### src/iq_to_magnitude_phase_macros.svh
// assertion macros shared by the magnitude and phase converter
`ifndef IQ_TO_MAGNITUDE_PHASE_MACROS_SVH
`define IQ_TO_MAGNITUDE_PHASE_MACROS_SVH

// same-cycle implication
`define IQMP_ASSERT_NOW(label, clk, rst, ante, cons, msg) \
   label: assert property (@(posedge clk) disable iff (rst) (ante) |-> (cons)) \
      else $error(msg);

// next-cycle implication
`define IQMP_ASSERT_NEXT(label, clk, rst, ante, cons, msg) \
   label: assert property (@(posedge clk) disable iff (rst) (ante) |=> (cons)) \
      else $error(msg);

`endif

### src/iqmp_pkg.sv
// types, widths and the arctangent table of the magnitude and phase converter
package iqmp_pkg;

   localparam int SAMPLE_BITS  = 8;
   localparam int SQ_BITS      = 2 * SAMPLE_BITS;
   localparam int REM_BITS     = SAMPLE_BITS + 3;
   localparam int CORDIC_ITERS = 2 * SAMPLE_BITS + 26;
   // angle is kept in centidegrees with ANG_FRAC fraction bits
   localparam int ANG_FRAC     = 2 * SAMPLE_BITS + 16;
   localparam int ANG_BITS     = ANG_FRAC + 16;
   localparam int GUARD_FRAC   = 2 * SAMPLE_BITS + 31;
   localparam int XY_BITS      = SAMPLE_BITS + 2 + GUARD_FRAC;
   localparam int MAG_BITS     = 8;
   localparam int PHASE_BITS   = 16;
   localparam int MAG_MAX      = 255;
   localparam int PHASE_LIM    = 18000;

   localparam real CENTIDEG_PER_RAD = 18000.0 / 3.14159265358979323846;

   localparam logic [ANG_BITS-1:0] QUARTER_FX    = ANG_BITS'(9000) << ANG_FRAC;
   localparam logic [ANG_BITS-1:0] HALF_FX       = ANG_BITS'(1) << (ANG_FRAC - 1);
   localparam logic [ANG_BITS-1:0] TURN_ROUND_FX =
      (ANG_BITS'(PHASE_LIM) << ANG_FRAC) + HALF_FX;

   typedef struct packed {
      logic signed [SAMPLE_BITS-1:0] local_i;
      logic signed [SAMPLE_BITS-1:0] local_q;
      logic signed [SAMPLE_BITS-1:0] remote_i;
      logic signed [SAMPLE_BITS-1:0] remote_q;
      logic                          fuse;
   } iqmp_req_type;

   typedef struct packed {
      logic signed [SAMPLE_BITS-1:0] used_i;
      logic signed [SAMPLE_BITS-1:0] used_q;
      logic        [MAG_BITS-1:0]    magnitude;
      logic signed [PHASE_BITS-1:0]  phase_centideg;
   } iqmp_rsp_type;

   // what one cell of the row hands to the next
   typedef struct packed {
      logic signed [XY_BITS-1:0]     x;
      logic signed [XY_BITS-1:0]     y;
      logic signed [ANG_BITS-1:0]    z;
      logic        [SQ_BITS-1:0]     sq_n;
      logic        [REM_BITS-1:0]    sq_rem;
      logic        [SAMPLE_BITS-1:0] sq_root;
      logic signed [SAMPLE_BITS-1:0] used_i;
      logic signed [SAMPLE_BITS-1:0] used_q;
      logic                          neg_i;
      logic                          neg_q;
      logic                          im_zero;
      logic                          re_zero;
   } iqmp_cell_type;

   // atan(2^-idx) in centidegrees, scaled by 2^ANG_FRAC
   function automatic logic signed [ANG_BITS-1:0] atan_entry(input int idx);
      real ang;
      ang = $atan(2.0 ** (-idx)) * CENTIDEG_PER_RAD * (2.0 ** ANG_FRAC);
      return ANG_BITS'(longint'(ang));
   endfunction

endpackage

### src/iqmp_cell.sv
// one cell of the row: a vectoring rotation and, in the first cells, one root digit
module iqmp_cell #(
   parameter int STAGE = 0
) (
   input  logic                    clock,
   input  logic                    reset,
   input  logic                    load,
   input  logic                    up_valid,
   input  iqmp_pkg::iqmp_cell_type up_data,
   output logic                    dn_valid,
   output iqmp_pkg::iqmp_cell_type dn_data
);
   import iqmp_pkg::*;

   localparam logic signed [ANG_BITS-1:0] ATAN_STEP = atan_entry(STAGE);

   logic signed [XY_BITS-1:0] x_sh, y_sh;
   logic        [REM_BITS-1:0] rem_sh, trial;
   iqmp_cell_type             cell_in, cell_ff;
   logic                      valid_ff;

   always_comb begin
      cell_in = up_data;
      x_sh    = up_data.x >>> STAGE;
      y_sh    = up_data.y >>> STAGE;
      // rotate toward the real axis
      if (!up_data.y[XY_BITS-1]) begin
         cell_in.x = up_data.x + y_sh;
         cell_in.y = up_data.y - x_sh;
         cell_in.z = up_data.z + ATAN_STEP;
      end else begin
         cell_in.x = up_data.x - y_sh;
         cell_in.y = up_data.y + x_sh;
         cell_in.z = up_data.z - ATAN_STEP;
      end

      // restoring square root, two radicand bits per cell
      rem_sh = {up_data.sq_rem[REM_BITS-3:0], up_data.sq_n[SQ_BITS-1 -: 2]};
      trial  = {1'b0, up_data.sq_root, 2'b01};
      if (STAGE < SAMPLE_BITS) begin
         cell_in.sq_n = {up_data.sq_n[SQ_BITS-3:0], 2'b00};
         if (rem_sh >= trial) begin
            cell_in.sq_rem  = rem_sh - trial;
            cell_in.sq_root = {up_data.sq_root[SAMPLE_BITS-2:0], 1'b1};
         end else begin
            cell_in.sq_rem  = rem_sh;
            cell_in.sq_root = {up_data.sq_root[SAMPLE_BITS-2:0], 1'b0};
         end
      end
   end

   always_ff @(posedge clock) begin
      if (reset) begin
         valid_ff <= 1'b0;
      end else if (load) begin
         valid_ff <= up_valid;
      end
   end

   always_ff @(posedge clock) begin
      if (load) begin
         cell_ff <= cell_in;
      end
   end

   assign dn_valid = valid_ff;
   assign dn_data  = cell_ff;

endmodule

### config.mk
export PLATFORM = sky130hd
export DESIGN_NAME = iqmp_cell
export DESIGN_NICKNAME = d
export VERILOG_FILES = /design/src/iq_to_magnitude_phase_macros.svh /design/src/iqmp_pkg.sv /design/src/iqmp_cell.sv
export SDC_FILE = /design/constraint.sdc
export NUM_CORES = 1
export LEC_CHECK = 0
export CAP_MARGIN = 20
export CORE_ASPECT_RATIO = 2
export CORE_UTILIZATION = 23
export CTS_BUF_LIST = sky130_fd_sc_hd__clkbuf_2
export DETAILED_ROUTE_END_ITERATION = 16
export DONT_BUFFER_PORTS = 1
export GPL_ROUTABILITY_DRIVEN = 0
export PLACE_DENSITY = 0.45
export REMOVE_ABC_BUFFERS = 1
export SYNTH_ARGS = -nofsm -noshare
export SYNTH_HDL_FRONTEND = slang
export SYNTH_SLANG_ARGS = --single-unit
### constraint.sdc
create_clock -name clock -period 3.95 [get_ports clock]
set_clock_uncertainty 0.15 [all_clocks]
set_input_delay 0.5925 -clock clock [delete_from_list [all_inputs] [get_ports clock]]
set_output_delay 0.5925 -clock clock [all_outputs]
set_load 0.03 [all_outputs]
==> flow_results.org <==
** Clocking
- TritonCTS built the clock tree.
- Number of clock sinks :: 215
- CTS Buf Count :: 55
- Clock latency on the worst-skew pair, taken at its later pin, is 1160 ps.
- After clock tree synthesis, the clock-pin slew on the worst setup and hold paths is 120 ps.
- Maximum number of buffers from clock root to sink :: 3
- The H-tree generated during clock tree synthesis spans 2 levels.
- The tree is rooted in a clkbuf_2.

** Min path
- Hold WC Path Type :: input pin to flip-flop

** Setup path
- Setup slack on the worst flop-to-flop path :: 1930 ps
- The critical path is of the input pin to flip-flop type.
- Nature of the critical path endpoint :: flip-flop
- Highest fanout seen on the critical path :: 10
- Data on the critical path arrives at its endpoint at 4760 ps.
- Critical Path Source Type :: input pin
- At the worst endpoint, the required time is 4710 ps.

** Pwr
- Cell internal pwr :: 5260 uW
- Fraction of power consumed by combinational cells :: 35.3%
- The clock network is responsible for 22.2% of the overall power.
- Overall power of the completed layout :: 8870 uW
- Leakage power :: 0.0109 uW
- Sw Share :: 40.8%
- Per report_power, the sequential group accounts for 42.6% of the total.
- Summed over all nets, the switching power comes to 3610 uW.
- For this design the ratio of total power to cell area is 344 mW/mm2.
- The worst-case IR drop observed on VDD is 219 uV.

** Floorplanning
- Die H :: 402 um
- Die Footprint :: 0.0813 mm2
- For this design the top-level I/O count stands at 439.
- Number of core rows :: 146
- Die width :: 202 um
- The initial utilization of the core area, before any placement, comes to 23.2%.
- The total area inside the core boundary comes to 0.0793 mm2.

** Place
- After legalization and detailed placement, the total HPWL measured 65,200 um.
- Summing all placed instances gives a cell area of 0.0213 mm2.
- The count of buffers added on input and output ports is 0.
- Number of placed instances, taps included :: 3,269

** Global route
- Via count of the first global-routing pass :: 19,800
- Wire length of the first global-routing pass :: 123,000 um
- Pin count of the biggest net entering global routing :: 216
- The initial antenna violation count was 3.
- The total overflow left after global routing is 0.
- Global routing used 20.5% of the available tracks.

** STA
- For the finished layout, the period the worst path requires is 3990 ps.
- Setup repair after global routing missed its margin :: true
- The total count of hold-check failures in the final report came to 214.
- On the final layout, the worst hold slack is -552 ps.
- Measured against its own limit, the worst slew margin works out to 43.8%.
- Derived from the worst setup path, the maximum achievable clock frequency is 250 MHz.
- Setup-violating endpoint count in the final report :: 7
- Ratio of final minimum period to clock period :: 101%
- At the pin with the least slew margin, the transition time is 837 ps.
- Setup slack on the critical path of the routed design comes to -44.2 ps.
- Number of max-slew violations in the final report :: 0

** Finish
- Most frequent cells in the layout :: dlygate4sd3_1, a21oi_1, buf_4
- Cells with a size suffix above 1 make up 15.8% of the layout.
- The net count of the finished layout is 3,098.
- Area Overhead vs Synth :: 40.1%
- Most common library cell in the layout ignoring fill and taps :: dlygate4sd3_1
- Once layout is done, the placed cells without fillers occupy 0.0258 mm2.
- The finished layout holds 3,750 standard cells, fillers aside.

** Synth
- In this run, distinct cell masters in the synthesized netlist total 93.
- The mapped netlist covers 0.0184 mm2.
- A synthesized cell averages 8.94 um2.
- Proportion of register bits with asynchronous set or reset after synthesis :: 0%
- Share of synthesized area occupied by flip-flops and latches :: 35.0%
- After synthesis the netlist holds a flip-flop and latch count of 215.
- Flip-flop cell with the highest count after synthesis :: edfxtp_1
- Synthesis produced 2,062 cells.
- The Yosys step of the flow raised 0 warnings.
- The synthesized design contains 214 enable-type register cells.

** Outcome
- Violations in the final reports :: negative hold slack, negative setup slack
- Status :: complete, but fails checks

** Routing
- The first routing iteration left 1,171 violations.
- The pre-antenna-repair detailed-routing pass consisted of 5 iterations.
- Detailed routing inserted a total of 18,700 vias.
- In the routed layout, each cell is associated on average with a via count of 4.99.
- After detailed routing, the average wire length per cell comes to 23.0 um.
- The final layout contains routed wiring with a total length of 86,200 um.
- Remaining DRCs :: 0
- In this run the remaining antenna-violating nets after routing total 0.

** Job
- The tool flagged a number of max-cap violations equal to 0.
## stage by stage
stage                     TNS [ps]  utilization [%]  worst slack (ps)
after detailed placement     -5530             26.8              -345
final                         -177             32.6             -44.2
after global placement       -6300             26.8              -365
after global routing             0             32.6              13.9
after CTS                        0             32.3              11.9
after floorplan               -784                -              -410
## critical path: stages
cell and delay [ps]:
dlygate4sd3_1 570, ha_1 330, buf_4 200, dlygate4sd3_1 640, inv_2 70, a21oi_1 300, o31a_1 210, o21a_1 150
o211a_1 190, o21ai_4 100, a21oi_1 270, o21ai_0 190, xnor2_1 230, mux2i_1 110, dlygate4sd3_1 600
## power groups by stage
stage,Clock (uW),Combinational (uW),Sequential [uW]
2_1_floorplan,0,1460,3700
3_3_place_gp,0,2530,3850
3_5_place_dp,0,2540,3830
4_1_cts,2080,3050,3790
5_1_grt,2170,3350,3820
6_report,1970,3130,3780
## routing by layer
metal / GRT usage, % / wire length (um)
met5: 0 / 15
met4: 13.4 / 6510
met3: 6.69 / 7920
met2: 37.7 / 43200
met1: 19.1 / 28600
## path summary, 6_finish.rpt
| kind | start | to | cells after the start |
|---|---|---|---|
| max | up_data[181] | dn_data[208]$_DFFE_PP_ | 15 |
| min | load | dn_data[97]$_DFFE_PP_ | 0 |
| max reg2reg | dn_valid$_SDFFE_PP0P_ | dn_valid$_SDFFE_PP0P_ | 4 |
| min reg2reg | dn_valid$_SDFFE_PP0P_ | dn_valid$_SDFFE_PP0P_ | 4 |
## synth_stat cells, types with 26 or more instances
cell | number | share of area, %
inv_1 | 205 | 4.2
a21o_1 | 35 | 1.4
nor3_1 | 37 | 1.0
o21ai_0 | 117 | 3.2
edfxtp_1 | 214 | 35
o21bai_1 | 63 | 2.6
mux2i_1 | 32 | 1.7
a21oi_1 | 278 | 7.6
nand3_1 | 26 | 0.71
nand2_1 | 110 | 2.2
xnor2_1 | 114 | 5.4
nor2_1 | 169 | 3.4
nand4_1 | 37 | 1.3
ha_1 | 206 | 14
clkbuf_1 | 45 | 0.92
## sequential cells by signal, summed over array words and instances (netlist names)
name      count
dn_valid      1
dn_data     214
## cell families after synthesis
kind of cell / after synthesis / synth area share [%]
AO/OA/AOI/OAI: 683 / 23.4
XOR/XNOR: 127 / 6.04
adder cells (fa/ha/maj): 210 / 14.4
other: 1 / 0.0204
AND/OR/NAND/NOR: 487 / 12.6
multiplexers: 36 / 1.98
buffers and inverters: 303 / 6.55
flip-flops: 215 / 35.0
## cell type report
type	count	area [um2]
Tap cell	1036	1300
Antenna cell	3	7.51
Multi-Input combinational cell	1545	10900
Inverter	218	823
Clock buffer	75	375
Sequential cell	215	6450
Fill cell	8407	53500
Clock inverter	26	253
Timing Repair Buffer	632	5720
## what timing repair did
action / in CTS / in global routing
hold buffers: 371 / 1
endpoints found under the hold margin: 421 / 215
setup endpoints to repair: 0 / 32
resized for setup: 0 / 34
buffers inserted: 0 / 5
No activity file was read; power rests on OpenSTA's default activity.
