[config.mk]
export PLATFORM = sky130hd
export DESIGN_NAME = iqmp_prep
export DESIGN_NICKNAME = d
export VERILOG_FILES = /design/src/iq_to_magnitude_phase_macros.svh /design/src/iqmp_pkg.sv /design/src/iqmp_prep.sv
export SDC_FILE = /design/constraint.sdc
export NUM_CORES = 1
export LEC_CHECK = 0
export BUFFER_PORTS_ARGS = -buffer_cell sky130_fd_sc_hd__buf_2
export CAP_MARGIN = 20
export CORE_MARGIN = 5
export CORE_UTILIZATION = 57
export DETAILED_ROUTE_END_ITERATION = 10
export PLACE_DENSITY = 0.87
export SETUP_SLACK_MARGIN = 0.5
export SLEW_MARGIN = 25
export SYNTH_ARGS = -nofsm -noshare
export SYNTH_HDL_FRONTEND = slang
export SYNTH_SLANG_ARGS = --single-unit
[constraint.sdc]
create_clock -name clock -period 20.9 [get_ports clock]
set_input_delay 4.18 -clock clock [delete_from_list [all_inputs] [get_ports clock]]
set_output_delay 4.18 -clock clock [all_outputs]
set_load 0.005 [all_outputs]
[src/iq_to_magnitude_phase_macros.svh]
// assertion macros shared by the magnitude and phase converter
`ifndef IQ_TO_MAGNITUDE_PHASE_MACROS_SVH
`define IQ_TO_MAGNITUDE_PHASE_MACROS_SVH

// same-cycle implication
`define IQMP_ASSERT_NOW(label, clk, rst, ante, cons, msg) \
   label: assert property (@(posedge clk) disable iff (rst) (ante) |-> (cons)) \
      else $error(msg);

// next-cycle implication
`define IQMP_ASSERT_NEXT(label, clk, rst, ante, cons, msg) \
   label: assert property (@(posedge clk) disable iff (rst) (ante) |=> (cons)) \
      else $error(msg);

`endif

[src/iqmp_pkg.sv]
// types, widths and the arctangent table of the magnitude and phase converter
package iqmp_pkg;

   localparam int SAMPLE_BITS  = 8;
   localparam int SQ_BITS      = 2 * SAMPLE_BITS;
   localparam int REM_BITS     = SAMPLE_BITS + 3;
   localparam int CORDIC_ITERS = 2 * SAMPLE_BITS + 26;
   // angle is kept in centidegrees with ANG_FRAC fraction bits
   localparam int ANG_FRAC     = 2 * SAMPLE_BITS + 16;
   localparam int ANG_BITS     = ANG_FRAC + 16;
   localparam int GUARD_FRAC   = 2 * SAMPLE_BITS + 31;
   localparam int XY_BITS      = SAMPLE_BITS + 2 + GUARD_FRAC;
   localparam int MAG_BITS     = 8;
   localparam int PHASE_BITS   = 16;
   localparam int MAG_MAX      = 255;
   localparam int PHASE_LIM    = 18000;

   localparam real CENTIDEG_PER_RAD = 18000.0 / 3.14159265358979323846;

   localparam logic [ANG_BITS-1:0] QUARTER_FX    = ANG_BITS'(9000) << ANG_FRAC;
   localparam logic [ANG_BITS-1:0] HALF_FX       = ANG_BITS'(1) << (ANG_FRAC - 1);
   localparam logic [ANG_BITS-1:0] TURN_ROUND_FX =
      (ANG_BITS'(PHASE_LIM) << ANG_FRAC) + HALF_FX;

   typedef struct packed {
      logic signed [SAMPLE_BITS-1:0] local_i;
      logic signed [SAMPLE_BITS-1:0] local_q;
      logic signed [SAMPLE_BITS-1:0] remote_i;
      logic signed [SAMPLE_BITS-1:0] remote_q;
      logic                          fuse;
   } iqmp_req_type;

   typedef struct packed {
      logic signed [SAMPLE_BITS-1:0] used_i;
      logic signed [SAMPLE_BITS-1:0] used_q;
      logic        [MAG_BITS-1:0]    magnitude;
      logic signed [PHASE_BITS-1:0]  phase_centideg;
   } iqmp_rsp_type;

   // what one cell of the row hands to the next
   typedef struct packed {
      logic signed [XY_BITS-1:0]     x;
      logic signed [XY_BITS-1:0]     y;
      logic signed [ANG_BITS-1:0]    z;
      logic        [SQ_BITS-1:0]     sq_n;
      logic        [REM_BITS-1:0]    sq_rem;
      logic        [SAMPLE_BITS-1:0] sq_root;
      logic signed [SAMPLE_BITS-1:0] used_i;
      logic signed [SAMPLE_BITS-1:0] used_q;
      logic                          neg_i;
      logic                          neg_q;
      logic                          im_zero;
      logic                          re_zero;
   } iqmp_cell_type;

   // atan(2^-idx) in centidegrees, scaled by 2^ANG_FRAC
   function automatic logic signed [ANG_BITS-1:0] atan_entry(input int idx);
      real ang;
      ang = $atan(2.0 ** (-idx)) * CENTIDEG_PER_RAD * (2.0 ** ANG_FRAC);
      return ANG_BITS'(longint'(ang));
   endfunction

endpackage

[src/iqmp_prep.sv]
// input stage: optional averaging, folding to the first quadrant, squares
module iqmp_prep (
   input  logic                    clock,
   input  logic                    reset,
   input  logic                    load,
   input  logic                    up_valid,
   input  iqmp_pkg::iqmp_req_type  up_data,
   output logic                    dn_valid,
   output iqmp_pkg::iqmp_cell_type dn_data
);
   import iqmp_pkg::*;

   logic signed [SAMPLE_BITS:0]   sum_i, sum_q, adj_i, adj_q;
   logic signed [SAMPLE_BITS-1:0] vi, vq;
   logic        [SAMPLE_BITS-1:0] ai, aq;
   logic        [SQ_BITS-1:0]     ai_sq, aq_sq;
   iqmp_cell_type                 cell_in, cell_ff;
   logic                          valid_ff;

   always_comb begin
      sum_i = {up_data.local_i[SAMPLE_BITS-1], up_data.local_i}
            + {up_data.remote_i[SAMPLE_BITS-1], up_data.remote_i};
      sum_q = {up_data.local_q[SAMPLE_BITS-1], up_data.local_q}
            + {up_data.remote_q[SAMPLE_BITS-1], up_data.remote_q};
      // bias negative sums by one so the halving truncates toward zero
      adj_i = sum_i + (SAMPLE_BITS + 1)'(sum_i[SAMPLE_BITS]);
      adj_q = sum_q + (SAMPLE_BITS + 1)'(sum_q[SAMPLE_BITS]);
      if (up_data.fuse) begin
         vi = adj_i[SAMPLE_BITS:1];
         vq = adj_q[SAMPLE_BITS:1];
      end else begin
         vi = up_data.local_i;
         vq = up_data.local_q;
      end
      ai = vi[SAMPLE_BITS-1] ? SAMPLE_BITS'(~vi + 1'b1) : SAMPLE_BITS'(vi);
      aq = vq[SAMPLE_BITS-1] ? SAMPLE_BITS'(~vq + 1'b1) : SAMPLE_BITS'(vq);
      ai_sq = {SAMPLE_BITS'(0), ai} * {SAMPLE_BITS'(0), ai};
      aq_sq = {SAMPLE_BITS'(0), aq} * {SAMPLE_BITS'(0), aq};

      cell_in.x       = {2'b00, aq, GUARD_FRAC'(0)};
      cell_in.y       = {2'b00, ai, GUARD_FRAC'(0)};
      cell_in.z       = '0;
      cell_in.sq_n    = ai_sq + aq_sq;
      cell_in.sq_rem  = '0;
      cell_in.sq_root = '0;
      cell_in.used_i  = vi;
      cell_in.used_q  = vq;
      cell_in.neg_i   = vi[SAMPLE_BITS-1];
      cell_in.neg_q   = vq[SAMPLE_BITS-1];
      cell_in.im_zero = (ai == '0);
      cell_in.re_zero = (aq == '0);
   end

   always_ff @(posedge clock) begin
      if (reset) begin
         valid_ff <= 1'b0;
      end else if (load) begin
         valid_ff <= up_valid;
      end
   end

   always_ff @(posedge clock) begin
      if (load) begin
         cell_ff <= cell_in;
      end
   end

   assign dn_valid = valid_ff;
   assign dn_data  = cell_ff;

endmodule

==> results.md <==
- Sequential cells were found to cover a little under a fifth of the synthesized design area.
- The most frequent standard cell in the layout excluding fill and tap cells is sky130_fd_sc_hd__conb_1.
- TritonCTS built the clock tree.
- Clock skew on the completed layout was measured at 0 ns.
- The worst hold path depth is 2.
- The number of synthesized flops with an enable pin is 48.
- The largest single stage delay on the critical path is approximately 0.80 ns.
- The worst setup path is launched from an input port.
- The number of hold violations in the final report was 0.
- The flow ran to the end, and the final reports show no timing, DRC or antenna violations.
- The cell count after placement is around 1100.
- The final count of pins violating max slew came to 0.
- The H-tree was split into 2 levels.
- The post-DP HPWL is 13300 um.
- After clock tree synthesis, the clock-pin slew on the worst setup and hold paths is 0.07 ns.
- In this run, synthesis produced a sequential element count of between 40 and 50.
- The synthesized area per cell is ~9.5 sq um.
- The number of buffers inserted by post-CTS setup repair is 0.
- Setup repair after global routing left no endpoint under its margin.
- In this design, the critical path's most frequently occurring cell is sky130_fd_sc_hd__fa_1.
- The count of non-filler cells in the finished layout is 1107.
- The floorplan step defined a core boundary enclosing around 14000 sq um.
- Summing all non-filler instances in the final layout gives an area of just over 8000 sq um.
- TritonCTS created 5 clock buffers.
- The type of the tightest min-delay check is reg2reg.
- The signal arrival time at the worst endpoint is 13.84 ns.
- The count of max-cap constraint violations is 0.
- The worst slew slack as a fraction of its limit is roughly 34%.
- The first global-routing pass estimated roughly 26000 um of wire.
- The later pin in the worst-skew pair is clocked with a latency of roughly 0.29 ns.
- The initial antenna violation count is 1.
- In this run the worst path has a maximum fanout of 12.
- The cell sitting at the root of the clock tree is a sky130_fd_sc_hd__clkbuf_16.
- After synthesis, the netlist uses 80 different library cells.
- The number of warnings issued by yosys is 0.
- Timing would allow up to between 0.07 and 0.08 GHz.
- The startpoint-to-endpoint class of the critical path is in2reg.
- The final weighted congestion in routability-driven placement is approximately 0.88.
- On the critical path, the stage with the largest delay is an instance of sky130_fd_sc_hd__xnor2_1.
- Across all layers, the routed design uses 5491 vias.
- Setup violations remaining at the end of the flow were counted as 0.
- The startpoint identified for the worst hold timing path is dn_valid$_SDFFE_PP0P_.
- For the pin with the worst max-slew slack, the measured transition is 0.985 ns.
- Pin placement for this block handled around 260 I/O pins.
- After detailed routing, the number of remaining DRC violations is 0.
- For the worst flop-to-flop path, the logic depth is 2.
- The final antenna diode count is 0.
- The area of the die is ~16000 sq um.
- In this run the tool buffered the top-level ports with just under 90 buffer cells.
- The count of standard-cell rows is 43.
- The count of nets left with antenna violations once routing finished came out at 0.
- For this block, the routed nets add up to around 16000 um of wire.
- The area growth from synthesis to layout is 2.51%.
- In this run the vertical extent of the chip is 128 um.
- The count of cell instances traversed by the critical path is 35.
- The share of the clock period used by the worst path is between 60% and 70%.
- In this run the critical register-to-register path is launched from dn_valid$_SDFFE_PP0P_.
- Summing all placed instances gives a cell area of 7950 sq um.
- The flop-to-flop setup slack is ~20 ns.
- The share of cells above drive strength 1 is about 14%.
- For this run, asynchronously set or reset flops after synthesis account for 0%.
- The count of TritonRoute iterations in the first routing pass is 4.
- The sink count of the clock tree is roughly 50.
- In this run the cell area of the synthesized design comes to 7930 sq um.
- Together, buffers and inverters on the worst path number 6.
- The time the worst path needs with I/O delays and setup is approximately 14 ns.
- Entering global routing, the biggest net connects 50 pins.
- Once the floorplan was initialized, standard cells occupied between 50% and 60% of the core.
- The number of nets in the final layout is 1112.
- The setup TNS is 0 ns.
- In the synthesized netlist, the number of instances is about 830.
- At the worst endpoint, the required time is between 20 and 25 ns.
- Summed over all layers, the global routing overflow is 0.
- In this run, post-CTS hold repair placed 0 buffers.
- The worst-case clock buffer depth is 2.
- After detailed routing, the average wire length per cell comes to 14.5 um.
- In this run the critical register-to-register path is captured at dn_valid$_SDFFE_PP0P_.
- The detailed router finished its first iteration with 371 violations.
- The post-cts resize count is 0.
- The largest delay contributor family on the critical path is adder cells.
- The number of global-route vias before repair came to approximately 5600.
- In the routed layout, each cell is associated on average with a via count of around 5.
- Global routing consumed, over all layers together, between 10% and 20% of the routing resources.
- The path with the worst hold slack has its endpoint at dn_valid$_SDFFE_PP0P_.
- The count of filler cells inserted in the layout is between 1000 and 1500.
- STA classifies the critical path endpoint as a flip-flop.
- The library cells used most frequently in the layout, excluding fill and tap cells, are 177 x sky130_fd_sc_hd__conb_1, 122 x sky130_fd_sc_hd__inv_1, 88 x sky130_fd_sc_hd__buf_2, 78 x sky130_fd_sc_hd__fa_1, 71 x sky130_fd_sc_hd__ha_1.
- The minimum hold slack is approximately 0.5 ns.
- For this run, the leading register cell type out of synthesis is sky130_fd_sc_hd__edfxtp_1.
- The floorplan step set the die width to ~130 um.
-- metal layers --
layer  wire [um]  track usage, %  part of all wire, %
met5          19               0                 0.12
met4         499            6.30                  3.1
met3        1130            3.29                  7.0
met2        8260            35.2                   51
met1        6190            24.1                   38
-- Yosys cell counts, types with 3 or more instances --
| master | count | area share (%) |
|---|---|---|
| sky130_fd_sc_hd__nor2b_1 | 13 | 1.0 |
| sky130_fd_sc_hd__inv_2 | 5 | 0.24 |
| sky130_fd_sc_hd__nor3b_1 | 4 | 0.38 |
| sky130_fd_sc_hd__nor4_1 | 5 | 0.39 |
| sky130_fd_sc_hd__o211a_1 | 3 | 0.38 |
| sky130_fd_sc_hd__xnor2_1 | 23 | 2.5 |
| sky130_fd_sc_hd__o31a_1 | 4 | 0.44 |
| sky130_fd_sc_hd__a21oi_1 | 23 | 1.5 |
| sky130_fd_sc_hd__o21a_1 | 9 | 0.85 |
| sky130_fd_sc_hd__nor3_1 | 9 | 0.57 |
| sky130_fd_sc_hd__xor2_1 | 11 | 1.2 |
| sky130_fd_sc_hd__a21o_1 | 5 | 0.47 |
| sky130_fd_sc_hd__buf_4 | 169 | 16 |
| sky130_fd_sc_hd__xnor2_2 | 3 | 0.62 |
| sky130_fd_sc_hd__or2_1 | 3 | 0.24 |
| sky130_fd_sc_hd__nor2_1 | 48 | 2.3 |
| sky130_fd_sc_hd__and2_1 | 20 | 1.6 |
| sky130_fd_sc_hd__or3_1 | 3 | 0.24 |
| sky130_fd_sc_hd__nand3_1 | 13 | 0.82 |
| sky130_fd_sc_hd__clkbuf_1 | 6 | 0.28 |
| sky130_fd_sc_hd__and3_1 | 4 | 0.32 |
| sky130_fd_sc_hd__or4_1 | 5 | 0.47 |
| sky130_fd_sc_hd__a221oi_1 | 3 | 0.33 |
| sky130_fd_sc_hd__buf_2 | 4 | 0.25 |
| sky130_fd_sc_hd__mux2_2 | 3 | 0.43 |
| sky130_fd_sc_hd__a211oi_2 | 4 | 0.63 |
| sky130_fd_sc_hd__inv_1 | 122 | 5.8 |
| sky130_fd_sc_hd__ha_1 | 71 | 11 |
| sky130_fd_sc_hd__nand4_1 | 6 | 0.47 |
| sky130_fd_sc_hd__edfxtp_1 | 48 | 18 |
| sky130_fd_sc_hd__o21ai_0 | 14 | 0.88 |
| sky130_fd_sc_hd__fa_1 | 78 | 20 |
| sky130_fd_sc_hd__a31oi_1 | 4 | 0.32 |
| sky130_fd_sc_hd__nand2_1 | 27 | 1.3 |
| sky130_fd_sc_hd__nand2b_1 | 3 | 0.24 |
-- worst min-delay path, delay by kind of cell (launching register included) --
family,cells,cell delay (ns)
flops,1,0.32
simple gates,1,0.07
mux,1,0.06
-- area by class of cell --
class / instances / area [sq um] / share of cell area [%]
Timing Repair Buffer: 90 / 455 / 5.61
Clock inverter: 2 / 37.5 / 0.462
Sequential cell: 49 / 1460 / 18.0
Multi-Input combinational cell: 653 / 5330 / 65.6
Inverter: 127 / 477 / 5.87
Clock buffer: 6 / 139 / 1.71
Tap cell: 180 / 225 / 2.77
-- how the worst max path moves through the flow --
stage | endpoint | start | slack, ns
2_1_floorplan | dn_data[54]$_DFFE_PP_ | up_data[9] | 8.01
3_3_place_gp | dn_data[54]$_DFFE_PP_ | up_data[25] | 7.22
3_5_place_dp | dn_data[54]$_DFFE_PP_ | up_data[25] | 6.93
4_1_cts | dn_data[54]$_DFFE_PP_ | up_data[25] | 7.22
5_1_grt | dn_data[54]$_DFFE_PP_ | up_data[25] | 6.55
6_report | dn_data[54]$_DFFE_PP_ | up_data[25] | 7.11
-- per-stage QoR --
step | utilization, % | setup WS (ns)
5_1_grt | 59.0 | 6.55
6_report | 59.0 | 7.11
2_1_floorplan | - | 8.01
3_3_place_gp | 57.7 | 7.22
4_1_cts | 59.0 | 7.22
3_5_place_dp | 57.7 | 6.93
-- logic make-up after synthesis --
group / share of synthesized area [%]
buffers and inverters: 22.6
adder cells (fa/ha/maj): 30.9
flip-flops: 18.4
other: 0.0947
AO/OA/AOI/OAI: 10.0
AND/OR/NAND/NOR: 12.4
multiplexers: 0.852
XOR/XNOR: 4.66
-- flip-flops by register name (all words and copies together), names as in the netlist --
| signal | count |
|---|---|
| dn_data | 48 |
| dn_valid | 1 |
Power is not shown: default switching activity piles up to over one toggle a cycle in this logic, so the estimate is an artifact.
