<file path="src/iq_to_magnitude_phase_macros.svh">
// assertion macros shared by the magnitude and phase converter
`ifndef IQ_TO_MAGNITUDE_PHASE_MACROS_SVH
`define IQ_TO_MAGNITUDE_PHASE_MACROS_SVH

// same-cycle implication
`define IQMP_ASSERT_NOW(label, clk, rst, ante, cons, msg) \
   label: assert property (@(posedge clk) disable iff (rst) (ante) |-> (cons)) \
      else $error(msg);

// next-cycle implication
`define IQMP_ASSERT_NEXT(label, clk, rst, ante, cons, msg) \
   label: assert property (@(posedge clk) disable iff (rst) (ante) |=> (cons)) \
      else $error(msg);

`endif

</file>
<file path="src/iqmp_pkg.sv">
// types, widths and the arctangent table of the magnitude and phase converter
package iqmp_pkg;

   localparam int SAMPLE_BITS  = 8;
   localparam int SQ_BITS      = 2 * SAMPLE_BITS;
   localparam int REM_BITS     = SAMPLE_BITS + 3;
   localparam int CORDIC_ITERS = 2 * SAMPLE_BITS + 26;
   // angle is kept in centidegrees with ANG_FRAC fraction bits
   localparam int ANG_FRAC     = 2 * SAMPLE_BITS + 16;
   localparam int ANG_BITS     = ANG_FRAC + 16;
   localparam int GUARD_FRAC   = 2 * SAMPLE_BITS + 31;
   localparam int XY_BITS      = SAMPLE_BITS + 2 + GUARD_FRAC;
   localparam int MAG_BITS     = 8;
   localparam int PHASE_BITS   = 16;
   localparam int MAG_MAX      = 255;
   localparam int PHASE_LIM    = 18000;

   localparam real CENTIDEG_PER_RAD = 18000.0 / 3.14159265358979323846;

   localparam logic [ANG_BITS-1:0] QUARTER_FX    = ANG_BITS'(9000) << ANG_FRAC;
   localparam logic [ANG_BITS-1:0] HALF_FX       = ANG_BITS'(1) << (ANG_FRAC - 1);
   localparam logic [ANG_BITS-1:0] TURN_ROUND_FX =
      (ANG_BITS'(PHASE_LIM) << ANG_FRAC) + HALF_FX;

   typedef struct packed {
      logic signed [SAMPLE_BITS-1:0] local_i;
      logic signed [SAMPLE_BITS-1:0] local_q;
      logic signed [SAMPLE_BITS-1:0] remote_i;
      logic signed [SAMPLE_BITS-1:0] remote_q;
      logic                          fuse;
   } iqmp_req_type;

   typedef struct packed {
      logic signed [SAMPLE_BITS-1:0] used_i;
      logic signed [SAMPLE_BITS-1:0] used_q;
      logic        [MAG_BITS-1:0]    magnitude;
      logic signed [PHASE_BITS-1:0]  phase_centideg;
   } iqmp_rsp_type;

   // what one cell of the row hands to the next
   typedef struct packed {
      logic signed [XY_BITS-1:0]     x;
      logic signed [XY_BITS-1:0]     y;
      logic signed [ANG_BITS-1:0]    z;
      logic        [SQ_BITS-1:0]     sq_n;
      logic        [REM_BITS-1:0]    sq_rem;
      logic        [SAMPLE_BITS-1:0] sq_root;
      logic signed [SAMPLE_BITS-1:0] used_i;
      logic signed [SAMPLE_BITS-1:0] used_q;
      logic                          neg_i;
      logic                          neg_q;
      logic                          im_zero;
      logic                          re_zero;
   } iqmp_cell_type;

   // atan(2^-idx) in centidegrees, scaled by 2^ANG_FRAC
   function automatic logic signed [ANG_BITS-1:0] atan_entry(input int idx);
      real ang;
      ang = $atan(2.0 ** (-idx)) * CENTIDEG_PER_RAD * (2.0 ** ANG_FRAC);
      return ANG_BITS'(longint'(ang));
   endfunction

endpackage

</file>
<file path="src/iqmp_post.sv">
// output stage: root rounding, quadrant unfolding and centidegree rounding
module iqmp_post (
   input  logic                    clock,
   input  logic                    reset,
   input  logic                    load,
   input  logic                    up_valid,
   input  iqmp_pkg::iqmp_cell_type up_data,
   output logic                    dn_valid,
   output iqmp_pkg::iqmp_rsp_type  dn_data
);
   import iqmp_pkg::*;

   logic [SAMPLE_BITS:0]    mag_round;
   logic [ANG_BITS-1:0]     zc, rnd;
   logic [PHASE_BITS-1:0]   cd;
   iqmp_rsp_type            rsp_in, rsp_ff;
   logic                    valid_ff;

   always_comb begin
      // round up when the remainder passes the root
      mag_round = {1'b0, up_data.sq_root}
                + (SAMPLE_BITS + 1)'(up_data.sq_rem > REM_BITS'(up_data.sq_root));

      if (up_data.im_zero) begin
         zc = '0;
      end else if (up_data.re_zero) begin
         zc = QUARTER_FX;
      end else if (up_data.z[ANG_BITS-1]) begin
         zc = '0;
      end else if (ANG_BITS'(up_data.z) > QUARTER_FX) begin
         zc = QUARTER_FX;
      end else begin
         zc = ANG_BITS'(up_data.z);
      end

      // left half plane mirrors the angle about the imaginary axis
      rnd = up_data.neg_q ? (TURN_ROUND_FX - zc) : (zc + HALF_FX);
      cd  = rnd[ANG_BITS-1:ANG_FRAC];
      if (cd > PHASE_BITS'(PHASE_LIM)) begin
         cd = PHASE_BITS'(PHASE_LIM);
      end

      rsp_in.used_i    = up_data.used_i;
      rsp_in.used_q    = up_data.used_q;
      rsp_in.magnitude = (mag_round > (SAMPLE_BITS + 1)'(MAG_MAX))
                       ? MAG_BITS'(MAG_MAX) : MAG_BITS'(mag_round);
      rsp_in.phase_centideg = up_data.neg_i ? PHASE_BITS'(~cd + 1'b1) : cd;
   end

   always_ff @(posedge clock) begin
      if (reset) begin
         valid_ff <= 1'b0;
      end else if (load) begin
         valid_ff <= up_valid;
      end
   end

   always_ff @(posedge clock) begin
      if (load) begin
         rsp_ff <= rsp_in;
      end
   end

   assign dn_valid = valid_ff;
   assign dn_data  = rsp_ff;

endmodule

</file>
<file path="config.mk">
export PLATFORM = sky130hd
export DESIGN_NAME = iqmp_post
export DESIGN_NICKNAME = d
export VERILOG_FILES = /design/src/iq_to_magnitude_phase_macros.svh /design/src/iqmp_pkg.sv /design/src/iqmp_post.sv
export SDC_FILE = /design/constraint.sdc
export NUM_CORES = 1
export LEC_CHECK = 0
export BUFFER_PORTS_ARGS = -buffer_cell sky130_fd_sc_hd__buf_2
export CELL_PAD_IN_SITES_DETAIL_PLACEMENT = 2
export CELL_PAD_IN_SITES_GLOBAL_PLACEMENT = 2
export CORE_MARGIN = 2
export CORE_UTILIZATION = 23
export CTS_CLUSTER_DIAMETER = 60
export DETAILED_ROUTE_END_ITERATION = 6
export PLACE_DENSITY_LB_ADDON = 0.1
export REMOVE_ABC_BUFFERS = 1
export SLEW_MARGIN = 20
export SYNTH_ARGS = -nofsm -noshare
export SYNTH_HDL_FRONTEND = slang
export SYNTH_SLANG_ARGS = --single-unit
</file>
<file path="constraint.sdc">
create_clock -name clock -period 21.3 [get_ports clock]
set_input_delay 4.26 -clock clock [delete_from_list [all_inputs] [get_ports clock]]
set_output_delay 4.26 -clock clock [all_outputs]
set_load 0.005 [all_outputs]
</file>
==> out/summary.txt, run 1 <==
FLOORPLANNING
------------------------------------------------------------------------------------------------------
Die Span X ..............................................................................       128 um
Std cell rows ...........................................................................           45
Core Area ............................................................................... 0.0151 sq mm
Initial core utilization ................................................................        23.4%
DIE AREA ................................................................................ 0.0164 sq mm
DIE HEIGHT ..............................................................................       128 um
Io pins .................................................................................          262

POWER AND IR DROP
------------------------------------------------------------------------------------------------------
Reported leakage power ..................................................................      1.84 nW
IR Drop Worst-Case VDD ..................................................................    0.0262 mV
Power Density ........................................................................... 54.2 mW/mm^2
Overall power ...........................................................................       245 uW

CLOCK NETWORK
------------------------------------------------------------------------------------------------------
Resize count post-CTS ...................................................................            0
Cts bufs inserted .......................................................................            5
Number of buffers inserted to repair setup after CTS ....................................            0
Clock transition at the register clock pins on the worst setup and hold paths after CTS .      0.06 ns
Count of H-tree levels built during CTS .................................................            2
Clock tree from TritonCTS ...............................................................         done
Clock latency on the worst-skew pair ....................................................      0.28 ns
Clock root buffer .......................................................................    clkbuf_16
Num Clock Sinks .........................................................................           41
Post-CTS Hold Buffers ...................................................................            0
Longest Clk Path Bufs ...................................................................            2

YOSYS
------------------------------------------------------------------------------------------------------
Number of different library cells in the post-synthesis netlist .........................           68
Post-Synth Simple-Gate Area .............................................................        27.3%
Number of warnings reported in the yosys synthesis log ..................................            0
Adder-cell share of the synthesized area ................................................        4.96%
Area fraction of the dominant cell type after synthesis .................................        34.0%
Parity-gate share of the synthesized area counting xor and xnor cells ...................        4.46%
Post-synth ARST share ...................................................................           0%
Cell area after synthesis ............................................................... 0.00353 sq mm
Share of synthesized area occupied by flip-flops and latches ............................        34.5%
Synth Instances .........................................................................          406
Multiplexer share of the synthesized area ...............................................        1.70%
Synth area leader .......................................................................     edfxtp_1
Post-synthesis compound-gate area fraction ..............................................        22.4%
Largest family of logic cells by synthesized area ....................................... simple AND/OR/NAND/NOR gates
EDFF count, synth .......................................................................           40
Number of synthesized register bits .....................................................           41
Top post-synthesis cells by area ........................................................ edfxtp_1 34%, ha_1 5.0%, nand2_1 3.9%
Post-synthesis average cell area ........................................................   8.71 sq um
Commonest register cell after synthesis .................................................     edfxtp_1

CELLS AND AREA
------------------------------------------------------------------------------------------------------
Synthesis-to-finish area growth .........................................................        27.6%
Net count, final ........................................................................          763
Fraction of final layout cells with drive strength greater than 1 .......................        30.8%
Diode count .............................................................................            0
Post-Layout Cell Count ..................................................................          717

STA
------------------------------------------------------------------------------------------------------
Max Clock Freq ..........................................................................     90.2 MHz
Final slew viol count ...................................................................            0
Minimum clock period ....................................................................     11.09 ns
Final setup violation count .............................................................            0
Transition time at the pin with the least slew margin ...................................     0.937 ns
Worst Slack Setup Final .................................................................     10.21 ns
Fraction of the cycle the final worst path needs ........................................        52.0%
Setup TNS ...............................................................................         0 ns
Layout Skew .............................................................................         0 ns
Setup repair after global routing missed its margin .....................................        false
Number of endpoints with negative hold slack in the final report ........................            0
Headroom to the max-slew limit ..........................................................        37.5%

PLACE
------------------------------------------------------------------------------------------------------
Buffers on Ports ........................................................................          131
Place WS ................................................................................      9.89 ns
DPL Wire Length .........................................................................     11000 um
RD Place Congestion .....................................................................        0.798
Placed cells ............................................................................          709

DRT
------------------------------------------------------------------------------------------------------
Final Routed Wirelength .................................................................     13300 um
Detail Route Antenna Nets ...............................................................            0
DRC violation count after routing .......................................................            0
Detail-routed net length per standard cell ..............................................      18.5 um
Via count ...............................................................................         3727
Routed via count divided by cell count ..................................................         5.20
Violation count after the first detailed-routing iteration ..............................          150
Length of the first detailed-routing pass in iterations .................................            4

GLOBAL ROUTING
------------------------------------------------------------------------------------------------------
Routing usage on met2 ...................................................................        27.9%
Wire length of the first global-routing pass ............................................     21400 um
Overall routing resource usage ..........................................................        16.3%
Met3 track demand over resource .........................................................        1.84%
Met1 GRT Util ...........................................................................        22.1%
Global routing's busiest layer ..........................................................         met2
Via count of the first global-routing pass ..............................................         4040
Global route total overflow .............................................................            0
Largest net degree at the start of global routing .......................................           42
Number of antenna violations at the first check in global routing .......................            0

MIN PATH
------------------------------------------------------------------------------------------------------
Class of the worst hold path ............................................................      reg2reg

CRITICAL PATH
------------------------------------------------------------------------------------------------------
Category of the worst setup path capture point ..........................................     register
Worst endpoint required time ............................................................     21.32 ns
Crit Path Max Fanout ....................................................................           17
Setup slack on the worst flop-to-flop path ..............................................     20.71 ns
Setup Crit Path Kind ....................................................................       in2reg
CP startpoint kind ......................................................................    input pin
Data arrival, critical path .............................................................     11.11 ns

JOB
------------------------------------------------------------------------------------------------------
Max-cap violations ......................................................................            0

OUTCOME
------------------------------------------------------------------------------------------------------
Result of the run ....................................................................... complete, no violations

cells in the final DEF (no fill, tap or decap), types with 7 or more instances in the layout:
master / Yosys / final
nand2b_1: 9 / 9
a21oi_1: 19 / 19
edfxtp_1: 40 / 40
nor3_1: 14 / 14
nor4_1: 11 / 11
nand2_1: 37 / 37
xnor2_1: 12 / 12
nor2_1: 36 / 36
o21ai_0: 25 / 25
o31ai_1: 7 / 7
inv_1: 19 / 19
nand3_1: 17 / 17
buf_2: 3 / 131
or3_1: 7 / 7
ha_1: 14 / 14
nand4_1: 11 / 11
per-stage QoR:
step                      instance area, sq um  utilization (%)  hold WS [ns]
after floorplan                           3440                -         0.485
after global placement                    4340             28.8         0.472
after detailed placement                  4340             28.8         0.492
after CTS                                 4510             29.9         0.512
after global routing                      4510             29.9         0.554
final                                     4510             29.9         0.506
sequential cells by signal, indices dropped and copies added (netlist names):
signal	cells
dn_data	40
dn_valid	1
where the power goes:
| part | switching (mW) | total, mW | internal (mW) |
|---|---|---|---|
| clock network | 0.0300 | 0.0848 | 0.0548 |
| registers | 0.00164 | 0.0991 | 0.0975 |
| logic | 0.0360 | 0.0607 | 0.0247 |
cell usage after synthesis (all sizes together) (2+ instances only):
cell     instances
a2111oi          2
a211oi           6
a21boi           5
a21o             4
a21oi           21
a221oi           3
a311oi           2
a31o             3
a31oi            5
a32o             2
a41o             3
and2             6
and3             6
buf              7
clkbuf          10
edfxtp          40
ha              14
inv             19
mux2i            6
nand2           37
nand2b           9
nand3           17
nand3b           2
nand4           11
nor2            36
nor2b            4
nor3            15
nor4            14
o211ai           3
o21ai           30
o31ai            8
or2              6
or3              7
or4              5
xnor2           12
xor2             6
area by class of cell:
cell class              instances  area, sq um
clock buffers                   5          125
clock inverters                 3         41.3
fillers                      1777        10600
inverters                      19         71.3
multi-input cells             329         2150
flip-flops and latches         41         1220
well taps                     188          235
repair buffers                132          663
critical path, cell delays in order:
cell,delay [ns]
buf_2,0.17
or3_1,0.42
or4_4,0.56
nor4_2,0.35
or2_1,0.61
nand2_1,0.17
ha_1,0.25
or4_1,0.60
o21ai_0,0.52
nand3_1,0.14
a211oi_1,0.37
mux2i_1,0.52
nand2_1,0.22
a21boi_2,0.28
nand2_1,0.14
ha_1,0.21
inv_1,0.08
nor2_1,0.11
nand4_1,0.17
or4_1,0.57
o31ai_2,0.26
xnor2_1,0.09
cell families after synthesis:
kind of cell               after synthesis
DFF                                     41
buffers and inverters                   36
xor gates and xnor gates                18
and+or+nand+nor                        180
AOI/OAI and AO/OA                      111
adders and majority gates               14
muxes                                    6
per-layer routing:
metal | part of all wire, % | up-vias
li1 | - | 1789
met5 | 0 | -
met4 | 0.91 | 0
met2 | 47 | 106
met3 | 4.8 | 8
met1 | 47 | 1824
worst paths after layout:
kind | startpoint | endpoint | cells past startpoint
hold reg to reg | dn_valid | dn_valid | 2
setup / recovery | up_data[98] | dn_data[14] | 22
setup reg to reg | dn_valid | dn_valid | 2
hold / removal | dn_valid | dn_valid | 2
(Power assumes the default switching activity.)
==> inputs of run 2 (changes only) <==
- CORE_UTILIZATION: 23 -> 21
- clock period: 21.3 -> 10.8 ns (I/O delays scaled with it)
==> run 2 against run 1 <==
Sequential share of layout area fell by 0.33 points. Critical path type unchanged. Worst hold slack worse by 0.0066 ns. Wire length down 1.9%. Via count shrank 1.7%. Largest power group unchanged. Non-clock buffer count grew 2. Register-to-register slack got worse by 10 ns. Final area grew 1.2%. Worst setup slack got worse by 8.4 ns. Clock-buffer cell count stayed put.
==> out/summary.txt, run 2 (synthesis gave the netlist of run 1 again) <==
PLACE
------------------------------------------------------------------------------------------------------
Buffers on Ports ........................................................................          131   unchanged
Cell area after placement ............................................................... 0.00440 sq mm   +1.3%
Placed cells ............................................................................          743   +4.8%
RD Place Congestion .....................................................................        0.791   -0.93%
DPL Wire Length .........................................................................     11000 um   -0.18%

DRT
------------------------------------------------------------------------------------------------------
Detail Route Antenna Nets ...............................................................            0   unchanged
Violation count after the first detailed-routing iteration ..............................          152   +1.3%
Final Routed Wirelength .................................................................     13000 um   -1.9%
Routed via count divided by cell count ..................................................         4.88   -6.1%
DRC violation count after routing .......................................................            0   unchanged
Via count ...............................................................................         3665   -1.7%
Length of the first detailed-routing pass in iterations .................................            4   unchanged
Detail-routed net length per standard cell ..............................................      17.4 um   -6.3%

OUTCOME
------------------------------------------------------------------------------------------------------
Result of the run ....................................................................... complete, no violations

CELLS AND AREA
------------------------------------------------------------------------------------------------------
Most used cells in the layout excluding fill and tap cells .............................. 131 x buf_2, 40 x edfxtp_1, 37 x nand2_1
Largest register FFs ....................................................................           40   unchanged
Most common library cell in the layout ignoring fill and taps ...........................        buf_2
Net count, final ........................................................................          765   +0.26%
Area taken by multi-input logic gates ................................................... 0.00215 sq mm   unchanged
Fraction of final layout cells with drive strength greater than 1 .......................        31.1%   +0.26 points
Util after Layout .......................................................................        27.6%   -2.3 points
Post-Layout Cell Count ..................................................................          751   +4.7%
Synthesis-to-finish area growth .........................................................        29.1%
Final instance area ..................................................................... 0.00456 sq mm   +1.2%
Register Area ........................................................................... 0.00122 sq mm   unchanged
Fillcell total ..........................................................................         1918   +7.9%
Diode count .............................................................................            0   unchanged

CRITICAL PATH
------------------------------------------------------------------------------------------------------
Setup slack on the worst flop-to-flop path ..............................................     10.22 ns   -10.49 ns
FF-to-FF Start ..........................................................................     dn_valid
CP startpoint kind ......................................................................    input pin
Endpoint of the lowest-slack register-to-register path ..................................     dn_valid
Data arrival, critical path .............................................................      8.99 ns   -2.12 ns
Category of the worst setup path capture point ..........................................     register
Depth of the worst register-to-register path ............................................            2   unchanged
Setup Crit Path Kind ....................................................................       in2reg
Crit Path Max Fanout ....................................................................           17   unchanged
Worst endpoint required time ............................................................     10.81 ns   -10.51 ns

JOB
------------------------------------------------------------------------------------------------------
Max-cap violations ......................................................................            0   unchanged

FLOORPLANNING
------------------------------------------------------------------------------------------------------
DIE AREA ................................................................................ 0.0179 sq mm   +9.2%
Core Area ............................................................................... 0.0165 sq mm   +9.5%
Io pins .................................................................................          262   unchanged
Die Span X ..............................................................................       134 um   +4.5%
Std cell rows ...........................................................................           47   +4.4%
Initial core utilization ................................................................        21.4%   -2.0 points
DIE HEIGHT ..............................................................................       134 um   +4.5%

POWER AND IR DROP
------------------------------------------------------------------------------------------------------
Reported leakage power ..................................................................      1.85 nW   +0.58%
Overall power ...........................................................................       479 uW   +96%
Power Density ...........................................................................  105 mW/mm^2   +94%
IR Drop Worst-Case VDD ..................................................................    0.0896 mV   +240%

STA
------------------------------------------------------------------------------------------------------
Number of endpoints with negative hold slack in the final report ........................            0   unchanged
Transition time at the pin with the least slew margin ...................................     0.926 ns   -0.0116 ns
Setup repair after global routing missed its margin .....................................        false
Final slew viol count ...................................................................            0   unchanged
Headroom to the max-slew limit ..........................................................        38.1%   +0.55 points
Final setup violation count .............................................................            0   unchanged
Minimum clock period ....................................................................      8.98 ns
Setup TNS ...............................................................................         0 ns   unchanged
Max Clock Freq ..........................................................................      111 MHz
Fraction of the cycle the final worst path needs ........................................        83.1%
Layout Skew .............................................................................         0 ns   unchanged

CLOCK NETWORK
------------------------------------------------------------------------------------------------------
Number of buffers inserted to repair setup after CTS ....................................            0   unchanged
Post-CTS Hold Buffers ...................................................................            0   unchanged
Clock root buffer .......................................................................    clkbuf_16
Clock tree from TritonCTS ...............................................................         done
Num Clock Sinks .........................................................................           41   unchanged
Clock latency on the worst-skew pair ....................................................      0.28 ns   about the same
Count of H-tree levels built during CTS .................................................            2   unchanged
Clock transition at the register clock pins on the worst setup and hold paths after CTS .      0.06 ns   about the same
Resize count post-CTS ...................................................................            0   unchanged
Cts bufs inserted .......................................................................            5   unchanged
Longest Clk Path Bufs ...................................................................            2   unchanged

GLOBAL ROUTING
------------------------------------------------------------------------------------------------------
Met3 track demand over resource .........................................................        2.13%   +0.29 points
Wire length of the first global-routing pass ............................................     21100 um   -1.1%
Number of antenna violations at the first check in global routing .......................            0   unchanged
Global route total overflow .............................................................            0   unchanged
Overall routing resource usage ..........................................................        14.7%   -1.5 points
Via count of the first global-routing pass ..............................................         3899   -3.5%
Largest net degree at the start of global routing .......................................           42   unchanged
Met1 GRT Util ...........................................................................        20.7%   -1.4 points
Global routing's busiest layer ..........................................................         met2
Routing usage on met2 ...................................................................        24.2%   -3.7 points

MIN PATH
------------------------------------------------------------------------------------------------------
Class of the worst hold path ............................................................      reg2reg
Launch instance of the worst min-delay path .............................................     dn_valid
Depth of the worst hold-timing path .....................................................            2   unchanged
Worst-case hold path end point ..........................................................     dn_valid

-- run 2: changes by cell type in the layout (fill, tap and decap cells not counted) --
cell,previous run,this run
buf_4,1,3
-- run 2: metrics by stage --
step / worst slack, ns / hold WS, ns
after floorplan: 3.10 / 0.485
after global placement: 1.49 / 0.472
after detailed placement: 1.54 / 0.493
after CTS: 1.82 / 0.507
after global routing: 1.35 / 0.528
final: 1.82 / 0.499
-- run 2: worst max-delay path: stages --
cell and delay [ns]:
buf_2 0.16, or3_1 0.42, or4_4 0.56, nor4_2 0.34, or2_1 0.62, nand2_1 0.17
ha_1 0.25, or4_1 0.60, o21ai_0 0.57, nand3_1 0.14, a211oi_1 0.36, mux2i_1 0.53
nand2_1 0.22, a21boi_2 0.28, nand2_1 0.13, ha_1 0.20, inv_1 0.08, nor2_1 0.10
nand4_1 0.17, or4_1 0.56, o31ai_2 0.26, xnor2_1 0.09
-- run 2: area by class of cell --
cell class                 count  share of cell area, %
inverter                      19                   1.56
clock inverter                 3                  0.905
clock buffer                   5                   2.74
sequential                    41                   26.8
tap                          220                   6.03
multi-input combinational    329                   47.1
timing repair buffer         134                   14.9
-- run 2: per-layer routing --
metal  wire [um]  vias to the layer above
met1        6410                     1774
met2        6030                       89
met5           0                        -
li1            -                     1795
met3         523                        7
met4          86                        0
-- run 2: how the worst max path moves through the flow --
stage	endpoint	from	cells after the start	slack, ns
after CTS	dn_data[14]	up_data[98]	22	1.82
final	dn_data[14]	up_data[98]	22	1.82
after global routing	dn_data[14]	up_data[98]	22	1.35
after detailed placement	dn_data[14]	up_data[98]	22	1.54
after floorplan	dn_data[14]	up_data[101]	21	3.10
after global placement	dn_data[14]	up_data[98]	22	1.49
-- run 2: power breakdown --
| part | switching (mW) | internal, mW |
|---|---|---|
| combinational | 0.0711 | 0.0489 |
| clock | 0.0559 | 0.108 |
| sequential | 0.00303 | 0.192 |
| total | 0.130 | 0.349 |
==> inputs of run 3 (changes only) <==
- ABC_AREA: default -> 1
- CORE_UTILIZATION: 21 -> 20
- clock period: 10.8 -> 7.4 ns (I/O delays scaled with it)
==> run 3 against run 2 <==
Clock power grew 72%. Wire length grew 14%. Non-clock buffer count shrank 3. Critical path depth grew 11. Largest cell class unchanged.
==> out/summary.txt, run 3 <==
CRITICAL PATH
------------------------------------------------------------------------------------------------------
Largest stage delay on the critical path ................................................      0.32 ns   -0.30 ns
Crit Path Max Fanout ....................................................................           16   -1
Category of the worst setup path capture point ..........................................     register
Slowest cell on the critical path .......................................................        or2_2
Kind of cell adding the most delay to the critical path ................................. simple AND/OR/NAND/NOR gates
Top cell by count, worst path ...........................................................      nand2_1
CP startpoint kind ......................................................................    input pin
Worst endpoint required time ............................................................      7.44 ns   -3.37 ns
Data arrival, critical path .............................................................      5.62 ns   -3.37 ns
Setup Crit Path Kind ....................................................................       in2reg
Buffers & Inverters on Critical Path ....................................................            3   +1

YOSYS
------------------------------------------------------------------------------------------------------
Post-Synth Simple-Gate Area .............................................................        47.1%   +20 points
Post-synth ARST share ...................................................................           0%   unchanged
Multiplexer share of the synthesized area ...............................................       0.229%   -1.5 points
Largest family of logic cells by synthesized area ....................................... simple AND/OR/NAND/NOR gates
Parity-gate share of the synthesized area counting xor and xnor cells ...................        2.60%   -1.9 points
Number of different library cells in the post-synthesis netlist .........................           47   -31%
Commonest register cell after synthesis .................................................     edfxtp_1
Adder-cell share of the synthesized area ................................................        4.00%   -0.95 points
Number of warnings reported in the yosys synthesis log ..................................            0   unchanged
Post-synthesis compound-gate area fraction ..............................................        7.57%   -15 points
Cell with the most instances after synthesis ............................................      nand2_1
Number of synthesized register bits .....................................................           41   unchanged
Area fraction of the dominant cell type after synthesis .................................        27.4%   -6.5 points
Synth area leader .......................................................................     edfxtp_1
EDFF count, synth .......................................................................           40   unchanged
Top post-synthesis cells by area ........................................................ edfxtp_1 27%, nand2_1 13%, inv_1 7.7%
Share of synthesized area occupied by flip-flops and latches ............................        27.9%   -6.7 points
Cell area after synthesis ............................................................... 0.00438 sq mm   +24%
Synth Instances .........................................................................          614   +51%
Synth top cells by count ................................................................ 154 x nand2_1, 90 x inv_1, 58 x nor2_1
Post-synthesis average cell area ........................................................   7.13 sq um   -18%

CLOCK NETWORK
------------------------------------------------------------------------------------------------------
Post-CTS Hold Buffers ...................................................................            0   unchanged
Clock transition at the register clock pins on the worst setup and hold paths after CTS .      0.06 ns   about the same
Number of buffers inserted to repair setup after CTS ....................................            0   unchanged
Clock root buffer .......................................................................    clkbuf_16
Resize count post-CTS ...................................................................            0   unchanged
Clock latency on the worst-skew pair ....................................................      0.28 ns   about the same
Clock tree from TritonCTS ...............................................................         done
Num Clock Sinks .........................................................................           41   unchanged
Cts bufs inserted .......................................................................            5   unchanged
Count of H-tree levels built during CTS .................................................            2   unchanged
Longest Clk Path Bufs ...................................................................            2   unchanged

POWER AND IR DROP
------------------------------------------------------------------------------------------------------
Reported leakage power ..................................................................      2.68 nW   +44%
Power Density ...........................................................................  141 mW/mm^2   +34%
IR Drop Worst-Case VDD ..................................................................    0.0715 mV   -20%
Overall power ...........................................................................       777 uW   +62%

DRT
------------------------------------------------------------------------------------------------------
Detail Route Antenna Nets ...............................................................            0   unchanged
Final Routed Wirelength .................................................................     14900 um   +14%
Violation count after the first detailed-routing iteration ..............................           76   -50%
Length of the first detailed-routing pass in iterations .................................            4   unchanged
Routed via count divided by cell count ..................................................         4.32   -11%
Detail-routed net length per standard cell ..............................................      14.5 um   -16%
DRC violation count after routing .......................................................            0   unchanged
Via count ...............................................................................         4440   +21%

FLOORPLANNING
------------------------------------------------------------------------------------------------------
Std cell rows ...........................................................................           54   +15%
Die Span X ..............................................................................       152 um   +14%
Initial core utilization ................................................................        20.2%   -1.1 points
DIE HEIGHT ..............................................................................       152 um   +14%
Core Area ............................................................................... 0.0216 sq mm   +31%
DIE AREA ................................................................................ 0.0231 sq mm   +29%
Io pins .................................................................................          262   unchanged

CELLS AND AREA
------------------------------------------------------------------------------------------------------
Fraction of final layout cells with drive strength greater than 1 .......................        33.2%   +2.1 points
Most common library cell in the layout ignoring fill and taps ...........................      nand2_1
Diode count .............................................................................            0   unchanged
Largest register FFs ....................................................................           40   unchanged
Final instance area ..................................................................... 0.00552 sq mm   +21%
Synthesis-to-finish area growth .........................................................        26.2%
Most used cells in the layout excluding fill and tap cells .............................. 154 x nand2_1, 131 x buf_2, 90 x inv_1
Fillcell total ..........................................................................         2632   +37%
Net count, final ........................................................................          982   +28%

PLACE
------------------------------------------------------------------------------------------------------
DPL Wire Length .........................................................................     13100 um   +19%
Cell area after placement ............................................................... 0.00533 sq mm   +21%
RD Place Congestion .....................................................................        0.754   -4.7%
Buffers on Ports ........................................................................          131   unchanged
Place WS ................................................................................      1.40 ns   -0.149 ns

GLOBAL ROUTING
------------------------------------------------------------------------------------------------------
Number of antenna violations at the first check in global routing .......................            0   unchanged
Global route total overflow .............................................................            0   unchanged
Wire length of the first global-routing pass ............................................     24400 um   +15%
Largest net degree at the start of global routing .......................................           42   unchanged
Via count of the first global-routing pass ..............................................         4778   +23%
Overall routing resource usage ..........................................................        12.8%   -1.9 points

STA
------------------------------------------------------------------------------------------------------
Setup repair after global routing missed its margin .....................................        false
Headroom to the max-slew limit ..........................................................        37.9%   -0.21 points
Final slew viol count ...................................................................            0   unchanged
Transition time at the pin with the least slew margin ...................................     0.932 ns   +0.00654 ns
Worst Slack Setup Final .................................................................      1.83 ns   +0.00418 ns
Layout Skew .............................................................................         0 ns   unchanged
Worst Hold Slack ........................................................................     0.538 ns   +0.0392 ns
Fraction of the cycle the final worst path needs ........................................        75.3%
Final setup violation count .............................................................            0   unchanged
Setup TNS ...............................................................................         0 ns   unchanged
Max Clock Freq ..........................................................................      179 MHz
Number of endpoints with negative hold slack in the final report ........................            0   unchanged
Minimum clock period ....................................................................      5.57 ns

MIN PATH
------------------------------------------------------------------------------------------------------
Class of the worst hold path ............................................................      reg2reg

JOB
------------------------------------------------------------------------------------------------------
Max-cap violations ......................................................................            0   unchanged

OUTCOME
------------------------------------------------------------------------------------------------------
Result of the run ....................................................................... complete, no violations

run 3: cell types whose count changed in the layout (fill, tap and decap cells not counted), moves of 9 or more:
cell	delta
inv_1	+71
nor2_1	+22
inv_2	+16
xnor2_1	-9
nand3_2	+13
nand2b_1	-9
nand3_1	+26
nand2_2	+27
nor2_2	+17
nand2_1	+117
run 3: final cells by class:
cell class	instances	area, sq um	area share [%]
clock buffers	5	125	2.27
multi-input cells	459	2690	48.7
flip-flops and latches	41	1220	22.1
well taps	280	350	6.34
repair buffers	131	656	11.9
inverters	109	410	7.43
clock inverters	3	68.8	1.25
run 3: final timing paths:
check	from	slack, ns	cells past startpoint	to
setup / recovery	up_data[66]	1.83	33	dn_data[10]
hold reg to reg	dn_valid	0.54	2	dn_valid
hold / removal	dn_valid	0.54	2	dn_valid
setup reg to reg	dn_valid	6.76	2	dn_valid
run 3: layer usage:
layer  part of all wire [%]  up-vias  global-route usage [%]
met3                    2.4        7                    1.28
met1                     47     2115                    17.1
li1                       -     2244                       -
met4                   0.60        0                    2.23
met5                      0        -                       0
met2                     50       74                    22.7
run 3: cell families (layout without fill, tap and decap cells):
family / count (synthesis) / in the layout
and+or+nand+nor: 379 / 379
buffers and inverters: 114 / 248
AOI/OAI and AO/OA: 52 / 52
DFF: 41 / 41
adders and majority gates: 14 / 14
xor gates and xnor gates: 13 / 13
muxes: 1 / 1
run 3: per-stage QoR:
stage / utilization, % / cells
6_report: 25.5 / 1028
2_1_floorplan: - / 609
5_1_grt: 25.5 / 1028
4_1_cts: 25.5 / 1028
3_3_place_gp: 24.7 / 1020
3_5_place_dp: 24.7 / 1020
run 3: report_power, final:
part           switching, mW  internal [mW]  total (mW)
Combinational          0.130         0.0772       0.207
Clock                 0.0873          0.194       0.282
Sequential           0.00501          0.284       0.289
Total                  0.222          0.555       0.777
run 3: worst min-delay path: stages, from the launching register on:
cell and delay [ns]:
dfxtp_1 0.33, mux2i_1 0.08, nor2_1 0.09
